===== src/design/splpk_queue.sv =====
// Small synchronous FIFO built from flops, used between front and back and
// on the result side. Depends on nothing but its parameters.
`timescale 1ns / 1ps

module splpk_queue #(
  parameter int WIDTH = 8,
  parameter int DEPTH = 4
) (
  input  logic             clk,
  input  logic             rst,
  input  logic             wr,
  input  logic [WIDTH-1:0] wdata,
  input  logic             rd,
  output logic [WIDTH-1:0] rdata,
  output logic             full,
  output logic             empty
);

  localparam int PTR_W = (DEPTH > 1) ? $clog2(DEPTH) : 1;
  localparam int CNT_W = $clog2(DEPTH + 1);
  localparam logic [PTR_W-1:0] LAST = PTR_W'(DEPTH - 1);

  logic [WIDTH-1:0] mem [DEPTH];
  logic [PTR_W-1:0] wptr;
  logic [PTR_W-1:0] rptr;
  logic [CNT_W-1:0] count;
  logic             do_wr;
  logic             do_rd;

  assign full  = (count == CNT_W'(DEPTH));
  assign empty = (count == '0);
  assign do_wr = wr && !full;
  assign do_rd = rd && !empty;
  assign rdata = mem[rptr];

  // Pointers and fill count
  always_ff @(posedge clk) begin
    if (rst) begin
      wptr  <= '0;
      rptr  <= '0;
      count <= '0;
    end else begin
      if (do_wr) begin
        wptr <= (wptr == LAST) ? '0 : wptr + 1'b1;
      end
      if (do_rd) begin
        rptr <= (rptr == LAST) ? '0 : rptr + 1'b1;
      end
      if (do_wr && !do_rd) begin
        count <= count + 1'b1;
      end else if (do_rd && !do_wr) begin
        count <= count - 1'b1;
      end
    end
  end

  // Storage
  always_ff @(posedge clk) begin
    if (do_wr) begin
      mem[wptr] <= wdata;
    end
  end

endmodule


===== config.mk =====
export PLATFORM = sky130hd
export DESIGN_NAME = splpk_queue
export DESIGN_NICKNAME = d
export VERILOG_FILES = /design/src/design/splpk_queue.sv
export SDC_FILE = /design/constraint.sdc
export NUM_CORES = 1
export LEC_CHECK = 0
export CAP_MARGIN = 0
export CORE_MARGIN = 1
export CORE_UTILIZATION = 50
export CTS_CLUSTER_DIAMETER = 150
export CTS_CLUSTER_SIZE = 8
export DETAILED_ROUTE_END_ITERATION = 10
export DONT_BUFFER_PORTS = 1
export GPL_TIMING_DRIVEN = 0
export SYNTH_ARGS = -nofsm -noshare
export SYNTH_HDL_FRONTEND = slang
export SYNTH_SLANG_ARGS = --single-unit

===== constraint.sdc =====
create_clock -name clk -period 5.3 [get_ports clk]
set_input_delay 0.53 -clock clk [delete_from_list [all_inputs] [get_ports clk]]
set_output_delay 0.53 -clock clk [all_outputs]
set_load 0.01 [all_outputs]

==> run metrics <==
DRC=0; post-layout minimum cycle time=2.319 ns; Lkg Pwr=0.6080 nW; Slew HR=0.6821; Mean Syn Cell Area=17.88 µm²; Clock Sinks=41; maximum vdd drop=0.2135 mV; H-tree depth=2; setup TNS=0 ns; #FFs+latches synth=41; core area=0.003078 mm²; DIE HEIGHT=59.37 µm; Placed Instance Area=0.001700 mm²; cts hold-fix bufs=0; Hold Crit Class=in2reg; gr ovfl total=0; RSZ-0062 raised after global routing=no; initial drt markers=19; WL final=2286 µm; setup violators final=0; post-CTS setup buffers=0; WS Path Type=reg2reg; CTS Buffer Depth=2; Fill cells=250; fin util=0.5715; Total Routing Usage GR=0.1550; first-pass GRT wire length=3622 µm; outcome=complete, no violations; initial antenna violation count=0; Yosys warning total=0; antenna-violating nets left=0; area leader, netlist=edfxtp_1; Final Skew=0.01027 ns; CP startpoint kind=flop; Antenna Cells=0; Area growth syn-to-layout=6.920%; drt wl/cell=15.88 µm; syn nets=111; Crit Path Max Fanout=7; # resized after CTS=0; Distinct cells, synth=26; Port Buf Inserts=0; ranking of synthesized cells by area=edfxtp_1 (58%), dfxtp_1 (11%), mux4_2 (11%), ha_1 (4.6%), and3_2 (1.8%); pin count of the biggest net entering global routing=13; Seq/Total Area, Yosys=0.6935; fraction of layout cells with a size suffix above 1=0.2500; root buffer cell=clkbuf_4; Tcrit/Tclk final=0.4375; Worst EP arrival=2.60 ns; RePlAce Congestion=0.6343; Critical Path End Type=flop; area share of the largest cell type after synthesis=0.5840; Die Wd=59.37 µm; Post-Synthesis Cell Area=0.001645 mm²; number of hold violations in the final report=0; post-route cell area=0.001759 mm²; Nets=118; Row Count=20; vias in the first global route=776; Fmax achieved=431.3 MHz; P per Cell Area=430.2 mW/mm²; starting density of the core=0.5346; worst slew pin tran=0.4768 ns; Die ar.=0.003524 mm²; post-DP HPWL=1554 µm; DR vias=741; drt first pass iters=4; Crit path required time=5.58 ns; I/O pin count=22; CTS buffer count=5; pins over their slew limit=0; clock latency on the worst-skew pair=0.33 ns; vias per cell=5.146; clock-pin slew on the worst setup and hold paths=0.11 ns; CTS tree=built; max_cap viols=0; Cells after Synth=92
-- through the flow --
stage | setup WS [ns] | power [mW] | hold slack (ns) | std cells
2_1_floorplan | 3.126 | 0.5797 | 0.4634 | 92
3_3_place_gp | 3.005 | 0.6069 | 0.4830 | 136
3_5_place_dp | 2.994 | 0.6137 | 0.5007 | 136
4_1_cts | 2.971 | 0.7687 | 0.2631 | 144
5_1_grt | 2.823 | 0.8041 | 0.2443 | 144
6_report | 2.981 | 0.7568 | 0.2779 | 144
-- path summary, 6_finish.rpt --
| path | startpoint | to | slack, ns | cells past startpoint |
|---|---|---|---|---|
| hold reg to reg | rptr[0] | rptr[0] | 0.51 | 2 |
| hold / removal | wdata[5] | mem[2][5] | 0.28 | 0 |
| setup / recovery | count[0] | count[2] | 2.98 | 10 |
| setup reg to reg | count[0] | count[2] | 2.98 | 10 |
-- worst max-delay path: stages (launching register included) --
cell      delay [ns]
dfxtp_1         0.46
or3b_1          0.17
buf_6           0.13
clkinv_4        0.06
nor2_2          0.12
ha_1            0.20
inv_1           0.06
fa_1            0.37
xor2_1          0.16
or3_2           0.40
a21oi_1         0.14
-- Yosys cell counts --
master and count:
mux4_2 8, buf_2 1, nor2_2 1, and3_2 4, dfxtp_1 9, mux2i_1 2
buf_6 1, xor2_1 2, nor3_1 2, a21oi_1 3, or3b_1 1, fa_1 1
o21ai_0 1, or3_2 1, ha_1 6, nor2_1 3, or3_1 1, inv_1 4
nand3_1 2, clkinv_4 1, edfxtp_1 32, clkbuf_1 1, buf_1 1, nand2_1 1
o21ai_1 1, o31ai_2 2
-- power breakdown --
part	internal (mW)	switching [mW]
registers	0.392	0.0221
clock network	0.0655	0.0900
logic	0.0869	0.101
-- layer usage --
metal,global-route usage,share of wire,vias to the layer above
met5,0,0,-
li1,-,-,366
met1,0.1744,0.40,352
met3,0.06332,0.060,2
met2,0.2568,0.53,21
met4,0.07143,0.0074,0
-- registers in the layout (all words and copies together) (netlist names), named ones only --
register	count
mem	32
count	3
rptr	2
wptr	2
-- layout by cell type (no fill, tap or decap), drive strengths merged --
cell,instances
clkinv,1
mux4,8
nand2,1
nor3,2
or3,2
nand3,2
clkbuf,9
edfxtp,32
nor2,4
and3,4
a21oi,3
buf,3
xor2,2
mux2i,2
fa,1
dfxtp,9
or3b,1
ha,6
o31ai,2
inv,4
o21ai,2
-- cell families after synthesis --
kind of cell | share of synthesized area
AO/OA/AOI/OAI | 0.03041
XOR/XNOR | 0.01065
adder cells (fa/ha/maj) | 0.05779
buffers and inverters | 0.02889
flip-flops | 0.6935
multiplexers | 0.1217
AND/OR/NAND/NOR | 0.05704
-- cell type report --
| type | instances | area [µm²] | share of cell area |
|---|---|---|---|
| flip-flops and latches | 41 | 1141 | 0.6486 |
| multi-input cells | 42 | 456.7 | 0.2596 |
| clock buffers | 8 | 58.81 | 0.03343 |
| well taps | 44 | 55.05 | 0.03129 |
| plain buffers | 4 | 23.77 | 0.01351 |
| inverters | 5 | 23.77 | 0.01351 |
No activity file was read; power rests on OpenSTA's default activity.
