$ cat src/design/splpk_pkg.sv
// Shared types, constants and register codes for the stereo linked peak limiter.
// No dependencies; every other design file but splpk_queue imports this package.
`timescale 1ns / 1ps

package splpk_pkg;

  // Field widths
  localparam int SAMPLE_BITS   = 16;
  localparam int GAIN_BITS     = 17;
  localparam int CEIL_BITS     = 32;
  localparam int COEFF_BITS    = 24;
  localparam int LEN_BITS      = 10;
  localparam int QUO_BITS      = GAIN_BITS - 1;
  localparam int REG_IDX_BITS  = 2;
  localparam int REG_DATA_BITS = 24;

  // Default sizes handed to the top level
  localparam int DELAY_DEPTH_DEF = 512;
  localparam int QUEUE_DEPTH_DEF = 4;

  // Register indexes
  localparam logic [REG_IDX_BITS-1:0] REG_ENABLE  = 2'd0;
  localparam logic [REG_IDX_BITS-1:0] REG_CEILING = 2'd1;
  localparam logic [REG_IDX_BITS-1:0] REG_RELEASE = 2'd2;
  localparam logic [REG_IDX_BITS-1:0] REG_DELAY   = 2'd3;

  // Reset values and fixed-point constants
  localparam logic [GAIN_BITS-1:0]  UNITY_GAIN    = 17'h10000;
  localparam logic [CEIL_BITS-1:0]  UNITY_CEIL    = 32'h8000_0000;
  localparam logic [14:0]           SMOOTH_K      = 15'd16777;  // 0.001 in Q0.24
  localparam logic [COEFF_BITS-1:0] RELEASE_RESET = 24'd16776103;
  localparam logic [LEN_BITS-1:0]   DELAY_RESET   = 10'd153;

  typedef struct packed {
    logic signed [SAMPLE_BITS-1:0] left_in;
    logic signed [SAMPLE_BITS-1:0] right_in;
  } in_item_t;

  typedef struct packed {
    logic signed [SAMPLE_BITS-1:0] left_out;
    logic signed [SAMPLE_BITS-1:0] right_out;
    logic [GAIN_BITS-1:0]          gain_now;
  } out_item_t;

  // Beat passed from front to back: delayed pair, or raw pair when bypassed
  typedef struct packed {
    logic                          pass;
    logic signed [SAMPLE_BITS-1:0] left;
    logic signed [SAMPLE_BITS-1:0] right;
  } mid_item_t;

  typedef struct packed {
    logic                  enable;
    logic [GAIN_BITS-1:0]  ceiling_gain;
    logic [COEFF_BITS-1:0] release_coeff;
    logic [LEN_BITS-1:0]   delay_length;
  } cfg_t;

endpackage

$ cat src/design/splpk_back.sv
// Back end: ceiling smoothing, iterative gain division, envelope and output
// scaling, one beat at a time. Uses splpk_pkg.
`timescale 1ns / 1ps

module splpk_back
  import splpk_pkg::*;
(
  input  logic      clk,
  input  logic      rst,
  input  cfg_t      cfg,
  input  logic      mid_empty,
  input  mid_item_t mid_data,
  output logic      mid_rd,
  output logic      out_wr,
  output out_item_t out_data,
  input  logic      out_full
);

  localparam int SB   = SAMPLE_BITS;
  localparam int CPW  = CEIL_BITS + 15;
  localparam int RPW  = GAIN_BITS + COEFF_BITS;
  localparam int MPW  = SB + GAIN_BITS + 1;
  localparam int CNTW = $clog2(QUO_BITS);
  localparam logic [CPW-1:0]  CEIL_HALF = CPW'(32'h0080_0000);
  localparam logic [MPW-1:0]  MUL_HALF  = MPW'(32768);
  localparam logic [CNTW-1:0] CNT_LAST  = CNTW'(QUO_BITS - 1);

  localparam logic [3:0] B_IDLE  = 4'd0;
  localparam logic [3:0] B_CEIL  = 4'd1;
  localparam logic [3:0] B_CSTEP = 4'd2;
  localparam logic [3:0] B_TEST  = 4'd3;
  localparam logic [3:0] B_DIV   = 4'd4;
  localparam logic [3:0] B_ENV   = 4'd5;
  localparam logic [3:0] B_REL   = 4'd6;
  localparam logic [3:0] B_SCALE = 4'd7;
  localparam logic [3:0] B_PUSH  = 4'd8;

  function automatic logic [SB-1:0] mag(input logic signed [SB-1:0] x);
    mag = x[SB-1] ? SB'(-x) : SB'(x);
  endfunction

  logic [3:0]           state;
  logic [CEIL_BITS-1:0] smoothed;
  logic [GAIN_BITS-1:0] envelope;

  logic                 pass;
  logic signed [SB-1:0] a;
  logic signed [SB-1:0] b;
  logic                 up;
  logic [CPW-1:0]       cprod;
  logic [SB-1:0]        peak;
  logic [CEIL_BITS:0]   rem;
  logic [QUO_BITS-1:0]  quo;
  logic [CNTW-1:0]      cnt;
  logic                 limit;
  logic [RPW-1:0]       rprod;
  logic [MPW-1:0]       prod_a;
  logic [MPW-1:0]       prod_b;

  logic [GAIN_BITS-1:0] cg;
  logic [CEIL_BITS-1:0] tgt;
  logic [CEIL_BITS-1:0] diff;
  logic [CPW-1:0]       cround;
  logic [CEIL_BITS-1:0] step;
  logic [CEIL_BITS-1:0] den;
  logic [CEIL_BITS:0]   rem2;
  logic                 ge;
  logic [GAIN_BITS-1:0] target;
  logic [GAIN_BITS-1:0] envc;
  logic [GAIN_BITS-1:0] deficit;
  logic [SB-1:0]        sa;
  logic [SB-1:0]        sb;

  // Ceiling target and step toward it
  always_comb begin
    cg     = (cfg.ceiling_gain > UNITY_GAIN) ? UNITY_GAIN : cfg.ceiling_gain;
    tgt    = {cg, 15'b0};
    diff   = (tgt >= smoothed) ? tgt - smoothed : smoothed - tgt;
    cround = cprod + CEIL_HALF;
    step   = CEIL_BITS'(cround[CPW-1:24]);
  end

  // Restoring divider: peak scaled to Q1.31 against the smoothed ceiling
  always_comb begin
    den  = {peak, {(CEIL_BITS-SB){1'b0}}};
    rem2 = {rem[CEIL_BITS-1:0], 1'b0};
    ge   = (rem2 >= {1'b0, den});
  end

  // Envelope inputs
  always_comb begin
    target  = limit ? {1'b0, quo} : UNITY_GAIN;
    envc    = (envelope > UNITY_GAIN) ? UNITY_GAIN : envelope;
    deficit = UNITY_GAIN - envc;
  end

  // Sequencer and persistent state
  always_ff @(posedge clk) begin
    if (rst) begin
      state    <= B_IDLE;
      smoothed <= UNITY_CEIL;
      envelope <= UNITY_GAIN;
    end else begin
      case (state)
        B_IDLE: begin
          if (!mid_empty && !out_full) begin
            state <= mid_data.pass ? B_PUSH : B_CEIL;
          end
        end
        B_CEIL: begin
          state <= B_CSTEP;
        end
        B_CSTEP: begin
          smoothed <= up ? smoothed + step : smoothed - step;
          state    <= B_TEST;
        end
        B_TEST: begin
          state <= (den > smoothed) ? B_DIV : B_ENV;
        end
        B_DIV: begin
          if (cnt == CNT_LAST) begin
            state <= B_ENV;
          end
        end
        B_ENV: begin
          if (target < envc) begin
            envelope <= target;
            state    <= B_SCALE;
          end else begin
            state <= B_REL;
          end
        end
        B_REL: begin
          envelope <= UNITY_GAIN - GAIN_BITS'(rprod[RPW-1:24]);
          state    <= B_SCALE;
        end
        B_SCALE: begin
          state <= B_PUSH;
        end
        B_PUSH: begin
          state <= B_IDLE;
        end
        default: begin
          state <= B_IDLE;
        end
      endcase
    end
  end

  // Datapath registers
  always_ff @(posedge clk) begin
    case (state)
      B_IDLE: begin
        pass <= mid_data.pass;
        a    <= mid_data.left;
        b    <= mid_data.right;
      end
      B_CEIL: begin
        up    <= (tgt >= smoothed);
        cprod <= {15'b0, diff} * {{(CPW-15){1'b0}}, SMOOTH_K};
        peak  <= (mag(a) > mag(b)) ? mag(a) : mag(b);
      end
      B_TEST: begin
        limit <= (den > smoothed);
        rem   <= {1'b0, smoothed};
        quo   <= '0;
        cnt   <= '0;
      end
      B_DIV: begin
        rem <= ge ? rem2 - {1'b0, den} : rem2;
        quo <= {quo[QUO_BITS-2:0], ge};
        cnt <= cnt + 1'b1;
      end
      B_ENV: begin
        rprod <= {{COEFF_BITS{1'b0}}, deficit} * {{GAIN_BITS{1'b0}}, cfg.release_coeff};
      end
      B_SCALE: begin
        prod_a <= {{(MPW-SB){1'b0}}, mag(a)} * {{(MPW-GAIN_BITS){1'b0}}, envelope} + MUL_HALF;
        prod_b <= {{(MPW-SB){1'b0}}, mag(b)} * {{(MPW-GAIN_BITS){1'b0}}, envelope} + MUL_HALF;
      end
      default: begin
      end
    endcase
  end

  // Rounded magnitudes with the sign put back
  assign sa = prod_a[SB+15:16];
  assign sb = prod_b[SB+15:16];

  assign mid_rd = (state == B_IDLE) && !mid_empty && !out_full;
  assign out_wr = (state == B_PUSH);

  always_comb begin
    if (pass) begin
      out_data.left_out  = a;
      out_data.right_out = b;
      out_data.gain_now  = UNITY_GAIN;
    end else begin
      out_data.left_out  = a[SB-1] ? -sa : sa;
      out_data.right_out = b[SB-1] ? -sb : sb;
      out_data.gain_now  = envelope;
    end
  end

endmodule

$ cat config.mk
export PLATFORM = sky130hd
export DESIGN_NAME = splpk_back
export DESIGN_NICKNAME = d
export VERILOG_FILES = /design/src/design/splpk_pkg.sv /design/src/design/splpk_back.sv
export SDC_FILE = /design/constraint.sdc
export NUM_CORES = 2
export LEC_CHECK = 0
export ABC_AREA = 1
export ABC_CLOCK_PERIOD_IN_PS = 17750
export CAP_MARGIN = 40
export CORE_MARGIN = 1
export CORE_UTILIZATION = 62
export DETAILED_ROUTE_END_ITERATION = 8
export DONT_BUFFER_PORTS = 1
export PLACE_DENSITY = 0.78
export SETUP_SLACK_MARGIN = 0.1
export SLEW_MARGIN = 25
export SYNTH_ARGS = -nofsm -noshare
export SYNTH_HDL_FRONTEND = slang
export SYNTH_SLANG_ARGS = --single-unit
$ cat constraint.sdc
create_clock -name clk -period 17.75 [get_ports clk]
set_input_delay 0.8875 -clock clk [delete_from_list [all_inputs] [get_ports clk]]
set_output_delay 0.8875 -clock clk [all_outputs]
set_load 0.005 [all_outputs]
==> summary.txt <==
post-synth top area share: 30.0%
Cells after Synth: 7025
FF-to-FF End: rprod[39]
Finished Layout Cells: 8089
flop2flop setup slack: 7700 ps
Buffers on Ports: 0
sequential share of the synthesized area: 11.6%
ys flop type: edfxtp_1
complex-gate fraction of the synthesized area: 8.43%
max-slew violations: 0
synth top area cells: fa_1 (30%), ha_1 (16%), inv_1 (11%), edfxtp_1 (9.7%), nand2_1 (8.7%)
Final nets: 8503
hold slack: 374 ps
post-synth top area cell: fa_1
Root Driver: clkbuf_16
largest net degree at the start of global routing: 55
Die Y: 299 um
LEAKAGE: 0.0298 uW
post-synthesis mux area share: 0.0549%
worst-case clock buffer depth: 3
CP max stage delay: 710 ps
Die Area: 89400 um^2
worst hold endpoint: b[10]
fmax: 99.5 MHz
hold_buf cts: 0
status: completed
first-pass GRT wire length: 255000 um
crit path kind: reg2reg
final worst path period need: 10050 ps
Global Route Usage Sum: 36.3%
Worst Tran Pin Value: 898 ps
# rows: 108
Routed WL per cell: 19.7 um
DRT iter0 DRCs: 4564
Worst EP arrival: 10410 ps
Initial Utilization: 62.9%
Post-Synth XOR/XNOR Area: 3.30%
Synth Register Bits: 229
number of synthesized flops with an enable pin: 176
drt drc: 0
via/cell ratio: 5.78
Synth warnings: 0
Synth cell types: 62
TritonCTS Sinks: 229
Filler cells: 7497
GPL Wtd Cong: 0.959
fraction of layout cells with a size suffix above 1: 3.04%
Detail Route Antenna Nets: 0
most used cell along the critical path: nand2_1
fin crit share: 56.6%
Mean Syn Cell Area: 7.79 um^2
I/O pin count: 140
dpl cells: 8032
Cell Pwr Density: 104 nW/um^2
antenna violations before repair: 0
Setup Skew: 33.5 ps
endpoints failing hold: 0
peak supply drop: 0.000368 V
setup TNS: 0 ps
largest family of logic cells by synthesized area: adder cells
area delta synth->final: 3.96%
cell area after synthesis: 54700 um^2
clk_lat worst skew: 600 ps
final wirelength: 160000 um
width of the chip: 299 um
total CTS buffers: 28
Worst Reg2Reg Path Length in Cells: 39
final setup vio count: 0
worst min-delay path class: in2reg
Synth Area in Adders: 45.6%
RSZ-0062 raised after global routing: false
WP buf/inv: 10
Worst Setup End Kind: register
hold_sp: mid_data[10]
simple-gate share of the synthesized area: 17.8%
net count after synthesis: 8617
cts repair resizes: 0
count leader, synth: inv_1
CP top delay family: adder cells
Startpoint Class: register
TritonRoute pass-1 iters: 9
Post-CTS Setup Inserts: 0
dpl hpwl: 127000 um
hold path depth: 0
Synth async-reset ratio: 0%
htree depth: 1
CP Max Fanout: 26
number of global-route vias before repair: 47100
slowest CP cell: nand2_1
r2r startpoint: envelope[5]
most frequent cells after synthesis: inv_1 (1656), nand2_1 (1273), fa_1 (819)
via count: 46700
Max-Cap Viols: 0
CORE AREA: 87000 um^2
slew margin rel.: 40.0%
grt total ovfl: 0
Critical Path RT: 18110 ps
Clock Pin Slew Worst Setup and Hold Paths: 70 ps
CTS tree: done
-- per-layer routing --
metal | vias up | part of all wire (%) | routed length [um] | GRT usage (%)
met4 | 0 | 4.2 | 6650 | 13.3
met3 | 453 | 12 | 18900 | 9.20
met5 | - | 0 | 0 | 0
met1 | 22500 | 40 | 63900 | 49.5
li1 | 21400 | - | - | -
met2 | 2429 | 44 | 70100 | 56.0
-- report_power, final --
group | switching, uW | internal (uW) | leakage, uW
sequential | 50.1 | 784 | 0.00207
combinational | 2920 | 1510 | 0.0272
clock | 274 | 357 | 0.000484
-- cells in the final DEF, fill, tap and decap left out, types with 18 or more instances in the layout --
master	instances
o21ai_0	302
xnor2_1	72
nor4_1	23
buf_4	46
nand2_1	1272
a21oi_1	338
edfxtp_1	176
a31oi_1	38
a21o_1	20
dfxtp_1	52
inv_2	18
nor2_2	21
fa_1	819
ha_1	684
nand4_1	46
xor2_1	134
clkbuf_16	28
nor3_1	64
nor2_1	664
nand3_1	206
a211oi_1	21
nor2_4	21
inv_1	1655
-- cell type report --
type                    count  area [um^2]  area share [%]
well taps                1155         1450            2.54
multi-input cells        4904        41200            72.5
clock buffers              29          704            1.24
diodes                      1         2.50         0.00440
clock inverters            23          289           0.508
flip-flops and latches    229         6350            11.2
inverters                1690         6350            11.2
repair buffers             58          524           0.922
-- sequential cells by signal, indices dropped and copies added (netlist names), 17 cells and up --
register  flops
rprod        17
envelope     17
rem          32
cprod        24
smoothed     32
-- kinds of logic (layout without fill, tap and decap cells) --
logic type | count (synthesis) | in the layout
buffers and inverters | 1892 | 1800
XOR/XNOR | 206 | 206
adder cells (fa/ha/maj) | 1503 | 1503
AND/OR/NAND/NOR | 2361 | 2361
other | 0 | 1
flip-flops | 229 | 229
AO/OA/AOI/OAI | 831 | 831
multiplexers | 3 | 3
-- per-stage QoR --
stage	cell area (um^2)	power (uW)	util (%)	setup WS, ps
after global routing	56900	6460	65.3	7260
after global placement	55700	5060	64.0	8050
after detailed placement	55800	5130	64.1	7940
final	56900	5900	65.3	7700
after CTS	56800	5810	65.3	7930
after floorplan	54700	3940	-	10370
-- worst max path at each step --
stage           startpoint   endpoint  slack, ps  cells past startpoint
2_1_floorplan  envelope[5]  rprod[39]      10370                     44
3_3_place_gp   envelope[5]  rprod[38]       8050                     37
3_5_place_dp   envelope[5]  rprod[38]       7940                     37
4_1_cts        envelope[5]  rprod[38]       7930                     37
5_1_grt        envelope[5]  rprod[39]       7260                     39
6_report       envelope[5]  rprod[39]       7700                     39
Note: power is estimated with default switching activity, not from simulation.
